## src/sv/stt_pkg.sv

```systemverilog
// ----------------------------------------------------------------------------
// stt_pkg
// Shared types and constants of the timer table manager: opcodes, timer
// states and kinds, response codes and the controller/datapath link.
// ----------------------------------------------------------------------------
package stt_pkg;

    localparam int DEF_TIMER_SLOTS = 16;
    localparam int MAX_EVENTS      = 16;
    localparam int EVW             = $clog2(MAX_EVENTS + 1);

    localparam logic [19:0] NS_PER_MS = 20'd1000000;

    // Opcodes.
    localparam logic [2:0] OP_CREATE = 3'd0;
    localparam logic [2:0] OP_START  = 3'd1;
    localparam logic [2:0] OP_STOP   = 3'd2;
    localparam logic [2:0] OP_DELETE = 3'd3;
    localparam logic [2:0] OP_TICK   = 3'd4;

    // Timer states.
    localparam logic [1:0] ST_INACTIVE  = 2'd0;
    localparam logic [1:0] ST_ACTIVE    = 2'd1;
    localparam logic [1:0] ST_EXPIRED   = 2'd2;
    localparam logic [1:0] ST_CANCELLED = 2'd3;

    // Timer kinds.
    localparam logic [1:0] KIND_HR  = 2'd2;
    localparam logic [1:0] KIND_BAD = 2'd3;

    // Response status codes.
    localparam logic [1:0] STS_OK   = 2'd0;
    localparam logic [1:0] STS_BAD  = 2'd1;
    localparam logic [1:0] STS_BUSY = 2'd2;
    localparam logic [1:0] STS_FULL = 2'd3;

    // Result kinds.
    localparam logic RK_RESPONSE = 1'b0;
    localparam logic RK_EXPIRY   = 1'b1;

    typedef struct packed {
        logic accept;      // latch the input beat
        logic due_clr;     // clear the due mask and counters for a new tick
        logic scan_start;  // restart the slot scan
        logic scan_step;   // issue the next slot read
        logic sel_mode;    // 0: build due mask, 1: select the next due timer to fire
        logic exec;        // apply a command and load its response
        logic fire;        // load an expiry event for the selected slot
    } t_cmd;

    typedef struct packed {
        logic op_tick;
        logic scan_busy;
        logic none_due;
        logic last_ev;
        logic out_free;
    } t_sts;

endpackage

```

## src/sv/stt_ctrl.sv

```systemverilog
// ----------------------------------------------------------------------------
// stt_ctrl
// Controller state machine: sequences command execution and the tick scans
// and paces the result register.
// ----------------------------------------------------------------------------
module stt_ctrl
    import stt_pkg::*;
(
    input  logic i_clk,
    input  logic i_rst_n,
    input  logic i_in_valid,
    output logic o_in_ready,
    input  t_sts i_sts,
    output t_cmd o_cmd
);

    localparam logic [2:0] S_IDLE   = 3'd0;
    localparam logic [2:0] S_DECODE = 3'd1;
    localparam logic [2:0] S_DUE    = 3'd2;
    localparam logic [2:0] S_SEL    = 3'd3;
    localparam logic [2:0] S_FIRE   = 3'd4;
    localparam logic [2:0] S_EXEC   = 3'd5;

    logic [2:0] r_state;
    logic [2:0] n_state;

    always_ff @(posedge i_clk) begin
        if (!i_rst_n) begin
            r_state <= S_IDLE;
        end else begin
            r_state <= n_state;
        end
    end

    assign o_in_ready = (r_state == S_IDLE);

    always_comb begin
        n_state = r_state;
        o_cmd   = '0;
        unique case (r_state)
            S_IDLE: begin
                if (i_in_valid) begin
                    o_cmd.accept = 1'b1;
                    n_state      = S_DECODE;
                end
            end
            S_DECODE: begin
                if (i_sts.op_tick) begin
                    o_cmd.due_clr    = 1'b1;
                    o_cmd.scan_start = 1'b1;
                    n_state          = S_DUE;
                end else begin
                    n_state = S_EXEC;
                end
            end
            S_DUE: begin
                o_cmd.scan_step = 1'b1;
                if (!i_sts.scan_busy) begin
                    if (i_sts.none_due) begin
                        n_state = S_EXEC;
                    end else begin
                        o_cmd.scan_start = 1'b1;
                        n_state          = S_SEL;
                    end
                end
            end
            S_SEL: begin
                o_cmd.sel_mode  = 1'b1;
                o_cmd.scan_step = 1'b1;
                if (!i_sts.scan_busy) begin
                    n_state = S_FIRE;
                end
            end
            S_FIRE: begin
                o_cmd.sel_mode = 1'b1;
                if (i_sts.out_free) begin
                    o_cmd.fire = 1'b1;
                    if (i_sts.last_ev) begin
                        n_state = S_IDLE;
                    end else begin
                        o_cmd.scan_start = 1'b1;
                        n_state          = S_SEL;
                    end
                end
            end
            S_EXEC: begin
                if (i_sts.out_free) begin
                    o_cmd.exec = 1'b1;
                    n_state    = S_IDLE;
                end
            end
            default: begin
                n_state = S_IDLE;
            end
        endcase
    end

endmodule

```

## src/sv/stt_datapath.sv

```systemverilog
// ----------------------------------------------------------------------------
// stt_datapath
// Slot table, expiry memory, scan and selection registers and the result
// register of the timer table manager.
// ----------------------------------------------------------------------------
module stt_datapath
    import stt_pkg::*;
#(
    parameter int TIMER_SLOTS = DEF_TIMER_SLOTS
) (
    input  logic        i_clk,
    input  logic        i_rst_n,
    input  t_cmd        i_cmd,
    output t_sts        o_sts,
    input  logic [2:0]  i_opcode,
    input  logic [3:0]  i_handle,
    input  logic [1:0]  i_timer_kind,
    input  logic [31:0] i_delay_ms,
    input  logic [63:0] i_now_ns,
    output logic        o_out_valid,
    input  logic        i_out_ready,
    output logic        o_result_kind,
    output logic [1:0]  o_status,
    output logic [3:0]  o_slot_out,
    output logic [63:0] o_fire_time,
    output logic        o_last
);

    localparam int IW = (TIMER_SLOTS > 1) ? $clog2(TIMER_SLOTS) : 1;
    localparam int CW = $clog2(TIMER_SLOTS + 1);

    // Latched command.
    logic [2:0]  r_op;
    logic [3:0]  r_handle;
    logic [1:0]  r_kind;
    logic [31:0] r_delay;
    logic [63:0] r_now;
    logic [51:0] r_prod;

    // Slot table.
    logic [TIMER_SLOTS-1:0] r_used;
    logic [1:0]             r_state [TIMER_SLOTS];
    logic [1:0]             r_kind_tab [TIMER_SLOTS];
    logic [63:0]            r_exp_mem [TIMER_SLOTS];

    // Scan and selection.
    logic [CW-1:0]          r_idx;
    logic [IW-1:0]          r_rd_idx;
    logic                   r_rd_vld;
    logic [63:0]            r_rd_exp;
    logic [TIMER_SLOTS-1:0] r_due;
    logic [CW-1:0]          r_due_cnt;
    logic [EVW-1:0]         r_ev_cnt;
    logic                   r_best_vld;
    logic [IW-1:0]          r_best_idx;
    logic                   r_best_grp;
    logic [63:0]            r_best_exp;

    // Result register.
    logic        r_out_valid;
    logic        r_rk;
    logic [1:0]  r_sts;
    logic [3:0]  r_slot;
    logic [63:0] r_ft;
    logic        r_last;

    logic [51:0]    w_prod;
    logic           w_free_any;
    logic [IW-1:0]  w_free_idx;
    logic [IW-1:0]  w_h_idx;
    logic           w_h_ok;
    logic [1:0]     w_h_state;
    logic [1:0]     w_rsp_st;
    logic [3:0]     w_rsp_slot;
    logic           w_wr_create;
    logic           w_wr_start;
    logic           w_wr_stop;
    logic           w_wr_del;
    logic           w_step;
    logic           w_out_free;
    logic           w_rd_grp;
    logic           w_due_hit;
    logic           w_better;
    logic [EVW-1:0] w_lim;

    assign w_prod = 52'(r_delay) * 52'(NS_PER_MS);

    always_ff @(posedge i_clk) begin
        if (i_cmd.accept) begin
            r_op     <= i_opcode;
            r_handle <= i_handle;
            r_kind   <= i_timer_kind;
            r_delay  <= i_delay_ms;
            r_now    <= i_now_ns;
        end
        r_prod <= w_prod;
    end

    // Lowest free slot.
    always_comb begin
        w_free_any = 1'b0;
        w_free_idx = '0;
        for (int i = TIMER_SLOTS - 1; i >= 0; i--) begin
            if (!r_used[i]) begin
                w_free_any = 1'b1;
                w_free_idx = IW'(i);
            end
        end
    end

    assign w_h_idx   = IW'(r_handle);
    assign w_h_ok    = (32'(r_handle) < TIMER_SLOTS) && r_used[w_h_idx];
    assign w_h_state = r_state[w_h_idx];

    always_comb begin
        w_rsp_st    = STS_BAD;
        w_rsp_slot  = '0;
        w_wr_create = 1'b0;
        w_wr_start  = 1'b0;
        w_wr_stop   = 1'b0;
        w_wr_del    = 1'b0;
        unique case (r_op)
            OP_CREATE: begin
                if (r_kind == KIND_BAD) begin
                    w_rsp_st = STS_BAD;
                end else if (!w_free_any) begin
                    w_rsp_st = STS_FULL;
                end else begin
                    w_rsp_st    = STS_OK;
                    w_rsp_slot  = 4'(w_free_idx);
                    w_wr_create = 1'b1;
                end
            end
            OP_START: begin
                w_rsp_slot = r_handle;
                if (!w_h_ok) begin
                    w_rsp_st = STS_BAD;
                end else if (w_h_state == ST_ACTIVE) begin
                    w_rsp_st = STS_BUSY;
                end else begin
                    w_rsp_st   = STS_OK;
                    w_wr_start = 1'b1;
                end
            end
            OP_STOP: begin
                w_rsp_slot = r_handle;
                if (!w_h_ok || w_h_state != ST_ACTIVE) begin
                    w_rsp_st = STS_BAD;
                end else begin
                    w_rsp_st  = STS_OK;
                    w_wr_stop = 1'b1;
                end
            end
            OP_DELETE: begin
                w_rsp_slot = r_handle;
                if (!w_h_ok) begin
                    w_rsp_st = STS_BAD;
                end else begin
                    w_rsp_st = STS_OK;
                    w_wr_del = 1'b1;
                end
            end
            OP_TICK: begin
                w_rsp_st = STS_OK;
            end
            default: begin
                w_rsp_st = STS_BAD;
            end
        endcase
    end

    // Slot table updates.
    always_ff @(posedge i_clk) begin
        if (!i_rst_n) begin
            r_used <= '0;
        end else if (i_cmd.exec) begin
            if (w_wr_create) begin
                r_used[w_free_idx] <= 1'b1;
            end
            if (w_wr_del) begin
                r_used[w_h_idx] <= 1'b0;
            end
        end
    end

    always_ff @(posedge i_clk) begin
        if (i_cmd.exec) begin
            if (w_wr_create) begin
                r_state[w_free_idx]    <= ST_INACTIVE;
                r_kind_tab[w_free_idx] <= r_kind;
            end
            if (w_wr_start) begin
                r_state[w_h_idx] <= ST_ACTIVE;
            end
            if (w_wr_stop) begin
                r_state[w_h_idx] <= ST_CANCELLED;
            end
            if (w_wr_del) begin
                r_state[w_h_idx] <= ST_INACTIVE;
            end
        end else if (i_cmd.fire) begin
            r_state[r_best_idx] <= ST_EXPIRED;
        end
    end

    assign w_step = i_cmd.scan_step && !i_cmd.scan_start && (r_idx != CW'(TIMER_SLOTS));

    // Expiry memory: one write port for create, one registered read for scans.
    always_ff @(posedge i_clk) begin
        if (i_cmd.exec && w_wr_create) begin
            r_exp_mem[w_free_idx] <= r_now + {12'b0, r_prod};
        end
        if (w_step) begin
            r_rd_exp <= r_exp_mem[r_idx[IW-1:0]];
            r_rd_idx <= r_idx[IW-1:0];
        end
    end

    assign w_rd_grp  = (r_kind_tab[r_rd_idx] == KIND_HR);
    assign w_due_hit = r_used[r_rd_idx] && (r_state[r_rd_idx] == ST_ACTIVE)
                       && (r_rd_exp <= r_now);
    // Slots arrive in ascending order, so a strict compare keeps ties on the
    // lower slot.
    assign w_better  = !r_best_vld || (!w_rd_grp && r_best_grp)
                       || ((w_rd_grp == r_best_grp) && (r_rd_exp < r_best_exp));

    always_ff @(posedge i_clk) begin
        if (!i_rst_n) begin
            r_idx      <= '0;
            r_rd_vld   <= 1'b0;
            r_best_vld <= 1'b0;
            r_due_cnt  <= '0;
            r_ev_cnt   <= '0;
        end else begin
            if (i_cmd.scan_start) begin
                r_idx      <= '0;
                r_rd_vld   <= 1'b0;
                r_best_vld <= 1'b0;
            end else begin
                r_rd_vld <= w_step;
                if (w_step) begin
                    r_idx <= r_idx + CW'(1);
                end
            end
            if (i_cmd.due_clr) begin
                r_due_cnt <= '0;
                r_ev_cnt  <= '0;
            end else if (r_rd_vld && !i_cmd.sel_mode && w_due_hit) begin
                r_due_cnt <= r_due_cnt + CW'(1);
            end
            if (i_cmd.fire) begin
                r_ev_cnt <= r_ev_cnt + EVW'(1);
            end
            if (!i_cmd.scan_start && r_rd_vld && i_cmd.sel_mode && r_due[r_rd_idx]
                && w_better) begin
                r_best_vld <= 1'b1;
            end
        end
    end

    always_ff @(posedge i_clk) begin
        if (i_cmd.due_clr) begin
            r_due <= '0;
        end else if (i_cmd.fire) begin
            r_due[r_best_idx] <= 1'b0;
        end else if (r_rd_vld && !i_cmd.sel_mode) begin
            r_due[r_rd_idx] <= w_due_hit;
        end
        if (r_rd_vld && i_cmd.sel_mode && r_due[r_rd_idx] && w_better) begin
            r_best_idx <= r_rd_idx;
            r_best_grp <= w_rd_grp;
            r_best_exp <= r_rd_exp;
        end
    end

    assign w_lim = (32'(r_due_cnt) >= MAX_EVENTS) ? EVW'(MAX_EVENTS) : EVW'(r_due_cnt);

    // Result register.
    assign w_out_free = !r_out_valid || i_out_ready;

    always_ff @(posedge i_clk) begin
        if (!i_rst_n) begin
            r_out_valid <= 1'b0;
        end else if (i_cmd.exec || i_cmd.fire) begin
            r_out_valid <= 1'b1;
        end else if (i_out_ready) begin
            r_out_valid <= 1'b0;
        end
    end

    always_ff @(posedge i_clk) begin
        if (i_cmd.exec) begin
            r_rk   <= RK_RESPONSE;
            r_sts  <= w_rsp_st;
            r_slot <= w_rsp_slot;
            r_ft   <= '0;
            r_last <= 1'b1;
        end else if (i_cmd.fire) begin
            r_rk   <= RK_EXPIRY;
            r_sts  <= STS_OK;
            r_slot <= 4'(r_best_idx);
            r_ft   <= r_now;
            r_last <= o_sts.last_ev;
        end
    end

    assign o_sts.op_tick   = (r_op == OP_TICK);
    assign o_sts.scan_busy = (r_idx != CW'(TIMER_SLOTS)) || r_rd_vld;
    assign o_sts.none_due  = (r_due_cnt == '0);
    assign o_sts.last_ev   = ((r_ev_cnt + EVW'(1)) == w_lim);
    assign o_sts.out_free  = w_out_free;

    assign o_out_valid   = r_out_valid;
    assign o_result_kind = r_rk;
    assign o_status      = r_sts;
    assign o_slot_out    = r_slot;
    assign o_fire_time   = r_ft;
    assign o_last        = r_last;

endmodule

```

## src/sv/software_timer_table_manager.sv

```systemverilog
// ----------------------------------------------------------------------------
// Command response: registered after the decode and execute states once the result
// register is free; one item at a time. Tick: decode, a due-marking pass over all
// slots, then a selection pass per expiry (at most 16), or one response if none due.
// A new item is taken once the last result of the previous one is registered.
// Reset clears slot allocation and all control; there is no clearing pass.
// ----------------------------------------------------------------------------
// software_timer_table_manager
// Timer slot table with create/start/stop/delete commands and ordered expiry
// events on each tick.
// ----------------------------------------------------------------------------
module software_timer_table_manager
    import stt_pkg::*;
#(
    parameter int TIMER_SLOTS = DEF_TIMER_SLOTS
) (
    input  logic        i_clk,
    input  logic        i_rst_n,
    input  logic        i_in_valid,
    output logic        o_in_ready,
    input  logic [2:0]  i_opcode,
    input  logic [3:0]  i_handle,
    input  logic [1:0]  i_timer_kind,
    input  logic [31:0] i_delay_ms,
    input  logic [63:0] i_now_ns,
    output logic        o_out_valid,
    input  logic        i_out_ready,
    output logic        o_result_kind,
    output logic [1:0]  o_status,
    output logic [3:0]  o_slot_out,
    output logic [63:0] o_fire_time,
    output logic        o_last
);

    t_cmd w_cmd;
    t_sts w_sts;

    stt_ctrl u_ctrl (
        .i_clk      (i_clk),
        .i_rst_n    (i_rst_n),
        .i_in_valid (i_in_valid),
        .o_in_ready (o_in_ready),
        .i_sts      (w_sts),
        .o_cmd      (w_cmd)
    );

    stt_datapath #(
        .TIMER_SLOTS (TIMER_SLOTS)
    ) u_datapath (
        .i_clk         (i_clk),
        .i_rst_n       (i_rst_n),
        .i_cmd         (w_cmd),
        .o_sts         (w_sts),
        .i_opcode      (i_opcode),
        .i_handle      (i_handle),
        .i_timer_kind  (i_timer_kind),
        .i_delay_ms    (i_delay_ms),
        .i_now_ns      (i_now_ns),
        .o_out_valid   (o_out_valid),
        .i_out_ready   (i_out_ready),
        .o_result_kind (o_result_kind),
        .o_status      (o_status),
        .o_slot_out    (o_slot_out),
        .o_fire_time   (o_fire_time),
        .o_last        (o_last)
    );

endmodule

```

## config.mk

```make
export PLATFORM = sky130hd
export DESIGN_NAME = software_timer_table_manager
export DESIGN_NICKNAME = d
export VERILOG_FILES = /design/src/sv/stt_pkg.sv /design/src/sv/stt_ctrl.sv /design/src/sv/stt_datapath.sv /design/src/sv/software_timer_table_manager.sv
export SDC_FILE = /design/constraint.sdc
export NUM_CORES = 2
export LEC_CHECK = 0
export BUFFER_PORTS_ARGS = -buffer_cell sky130_fd_sc_hd__clkbuf_2
export CORE_MARGIN = 5
export CORE_UTILIZATION = 38
export CTS_BUF_LIST = sky130_fd_sc_hd__clkbuf_16
export DETAILED_ROUTE_END_ITERATION = 12
export PLACE_DENSITY = 0.53
export SYNTH_ARGS = -nofsm -noshare
export SYNTH_HDL_FRONTEND = slang
export SYNTH_SLANG_ARGS = --single-unit
```

## constraint.sdc

```tcl
create_clock -name i_clk -period 8.43 [get_ports i_clk]
set_input_delay 1.686 -clock i_clk [delete_from_list [all_inputs] [get_ports i_clk]]
set_output_delay 1.686 -clock i_clk [all_outputs]
set_load 0.02 [all_outputs]
```

==> impl_metrics.json <==
{
  "area.growth.synth_to_final_pct": 13.7,
  "vias": 37200,
  "gp_congestion": 0.848,
  "numCtsBuffers": 161,
  "finalCritPeriodShare_pct": 78.1,
  "grt_setup_unrepaired": "false",
  "synth_enable_flop_cells": 1336,
  "synth_flop_cell": "edfxtp_1",
  "die_h_um": 434,
  "layout_min_cycle_time_ns": 6.58,
  "worstPathCellList": "inv_1 > fa_1 > inv_1 > fa_1 > fa_1 > fa_1 > ha_1 > inv_1 > fa_1 > inv_1 > ha_1 > and4_1 > and3b_1 > a2111oi_2 > a211oi_1 > o211ai_1 > o211ai_1 > o41ai_2 > mux2i_1 > nand4_1",
  "worst_hold_slack_ns": 0.449,
  "design_area_um2": 77800,
  "grt_pass1_wl_um": 262000,
  "ys_seq_area_share_pct": 63.7,
  "post_synth_num_cell_types": 107,
  "fin_util_pct": 43.5,
  "fp.coreArea_um2": 179000,
  "synth_top_area_cell": "edfxtp_1",
  "tightestPinTransition_ns": 1.31,
  "synth_top_family_by_area": "multiplexers",
  "cts.sinks": 1509,
  "rows": 155,
  "drc": 0,
  "start_util_pct": 38.3,
  "drt_first_iter_violations": 2774,
  "syn_inst": 4129,
  "cts_resized": 0,
  "finalHoldViolCount": 0,
  "synth_xor_area_share_pct": 1.20,
  "postCtsHoldBufs": 0,
  "slowest_stage": "fa_1",
  "synth_area_leaders": "edfxtp_1 59%, mux4_2 11%, ha_1 6.1%, dfxtp_1 5.1%, fa_1 4.0%",
  "fmax_ghz": 0.152,
  "relSlewSlack_pct": 11.9,
  "drt_wl_total_um": 179000,
  "finalSetupTns_ns": 0,
  "htree_levels": 4,
  "io_buffers": 182,
  "grt_overflow_total": 0,
  "use_met1_pct": 25.5,
  "placed_area_um2": 72400,
  "slew_violations": 0,
  "synth-simple-area-share_pct": 4.43,
  "path_clk_slew_ns": 0.05,
  "clock_path_buffers": 3,
  "gr-usage-all-layers_pct": 19.1,
  "met2_usage_pct": 32.5,
  "ys_ff_latch": 1509,
  "chipWidth_um": 434,
  "critPathLaunchType": "flip-flop",
  "worstPathMaxFanout": 6,
  "status": "completed",
  "drive_above_1_share_pct": 20.2,
  "avgViaCountPerCell": 5.40,
  "synthesis.nets": 4706,
  "grt_max_degree": 132,
  "syn-cell-area_um2": 68400,
  "cts_root_buffer": "clkbuf_16",
  "crit_top_cell": "fa_1",
  "antenna_found_initial": 3,
  "cp.arrival_ns": 7.21,
  "postCtsSetupRepairBufs": 0,
  "synth_fa_ha_area_share_pct": 10.1,
  "startpoint": "u_datapath.r_delay[5]",
  "critPathKind": "reg2reg",
  "antenna_left": 0,
  "yosysWarnings": 0,
  "yosys.area.top_type_share_pct": 58.6,
  "clk_latency_ns": 0.80,
  "die-area_um2": 189000,
  "hold_start": "u_datapath.o_result_kind",
  "hpwlAfterDp_um": 112000,
  "finClkSkew_ns": 0.0511,
  "io_pins": 183,
  "detail_route.wl_per_cell_um": 26.0,
  "nNetsFinal": 4980,
  "async_reset_ff_share_pct": 0,
  "synth-compound-area-share_pct": 6.01,
  "drv_cap": 0,
  "setup_viol": 0,
  "worst_setup_path_end_kind": "flip-flop",
  "syn_area_per_cell_um2": 16.6,
  "grt_pass1_vias": 38400,
  "r2r_start": "u_datapath.r_delay[5]",
  "first_pass_iters": 7,
  "grt-busiest-layer": "met2",
  "synthMuxAreaShare_pct": 11.7,
  "cts_tree": "built",
  "min_path_type": "reg2reg",
  "use_met3_pct": 2.71,
  "required_ns": 9.06,
  "crit_path_max_incr_delay_ns": 0.58
}
## cells in the mapped netlist, types with 6 or more instances
cell / instances
or3_1: 11
edfxtp_1: 1336
nand2_1: 151
nand3_1: 50
nand4_1: 49
buf_1: 24
o21a_1: 20
nor2_1: 141
mux2i_1: 6
a2111o_1: 7
clkbuf_1: 95
and2_1: 13
a41oi_1: 35
or2_2: 9
mux2_2: 7
o21bai_1: 12
buf_6: 7
ha_1: 332
a211oi_1: 20
nand2b_1: 51
a31o_2: 7
xnor2_1: 66
xor2_1: 28
o211ai_1: 12
o21ai_0: 156
and3_1: 23
a22o_1: 6
a21oi_1: 114
a311oi_1: 8
a32oi_1: 9
fa_1: 136
a31oi_1: 11
o31ai_1: 9
a21boi_0: 9
a21o_1: 84
dfxtp_1: 173
inv_1: 365
nor3_1: 36
mux4_2: 342
o221a_2: 13
nor2b_1: 27
## area by class of cell
cell class | count | area [um2]
antenna | 4 | 10.0
clock buffer | 165 | 4130
clock inverter | 128 | 1190
fill | 15800 | 101000
inverter | 365 | 1370
multi-input combinational | 2119 | 23000
sequential | 1509 | 43600
tap | 2355 | 2950
timing repair buffer | 247 | 1510
## cell usage in the layout (no fill, tap or decap), types with 9 or more instances in the layout
master,Yosys,layout
clkbuf_16,0,165
bufinv_16,0,20
nand2_1,151,151
and3_1,23,23
nor2b_1,27,27
a21o_1,84,84
xor2_1,28,28
xnor2_1,66,65
nand4_1,49,49
nor3_1,36,36
ha_1,332,332
and2_1,13,12
dfxtp_1,173,169
mux4_2,342,342
nand3_1,50,49
clkinv_2,0,25
buf_4,3,56
or2_2,9,9
inv_1,365,395
buf_12,0,9
o211ai_1,12,12
a21oi_1,114,113
a211oi_1,20,20
a32oi_1,9,9
nor2_1,141,124
clkbuf_2,0,182
edfxtp_1,1336,1336
nor2_4,0,17
o21a_1,20,20
o21bai_1,12,12
a41oi_1,35,34
or3_1,11,11
fa_1,136,136
o31ai_1,9,9
clkinv_1,0,34
o221a_2,13,13
nand2b_1,51,51
o21ai_0,156,154
a31oi_1,11,11
## logic make-up after synthesis
group,count (synthesis)
buf+inv,501
fa+ha+maj,468
xor+xnor,94
compound gates,596
flops,1509
mux,362
simple gates,599
## state kept, by name, indices dropped and copies added (netlist names), 32 cells and up, named ones only
name and flops:
u_datapath.r_kind_tab 32, u_datapath.r_prod 46, u_datapath.r_delay 32, u_datapath.r_state 32
u_datapath.o_fire_time 64, u_datapath.r_rd_exp 64, u_datapath.r_best_exp 64, u_datapath.r_exp_mem 1024
u_datapath.r_now 64
## critical path: cells and delay by family, from the launching register on
family	cells	cell delay (ns)
compound gates	5	1.66
fa+ha+maj	7	3.23
buf+inv	4	0.31
flops	1	0.47
mux	1	0.23
simple gates	3	0.51
## stage by stage
step                      setup slack, ns  std cells
after floorplan                      2.28       4129
after global placement               1.97       6594
after detailed placement             1.93       6594
after CTS                            1.85       6887
after global routing                 1.55       6889
final                                1.85       6892
## layer usage
layer  vias up  wire, um
met3       234      7970
met2       872     89700
met5         -         0
met1     19500     76300
met4         0      5020
li1      16600         -
## worst paths after layout
| kind | cells after the start | slack [ns] | end |
|---|---|---|---|
| hold / removal | 2 | 0.45 | u_datapath.o_result_kind |
| setup reg to reg | 20 | 1.85 | u_datapath.r_prod[51] |
| setup / recovery | 20 | 1.85 | u_datapath.r_prod[51] |
| hold reg to reg | 2 | 0.45 | u_datapath.o_result_kind |
Power is left out: the tool's default activity adds up to more than one toggle a clock period on the data nets, which glitch-free logic cannot reach.
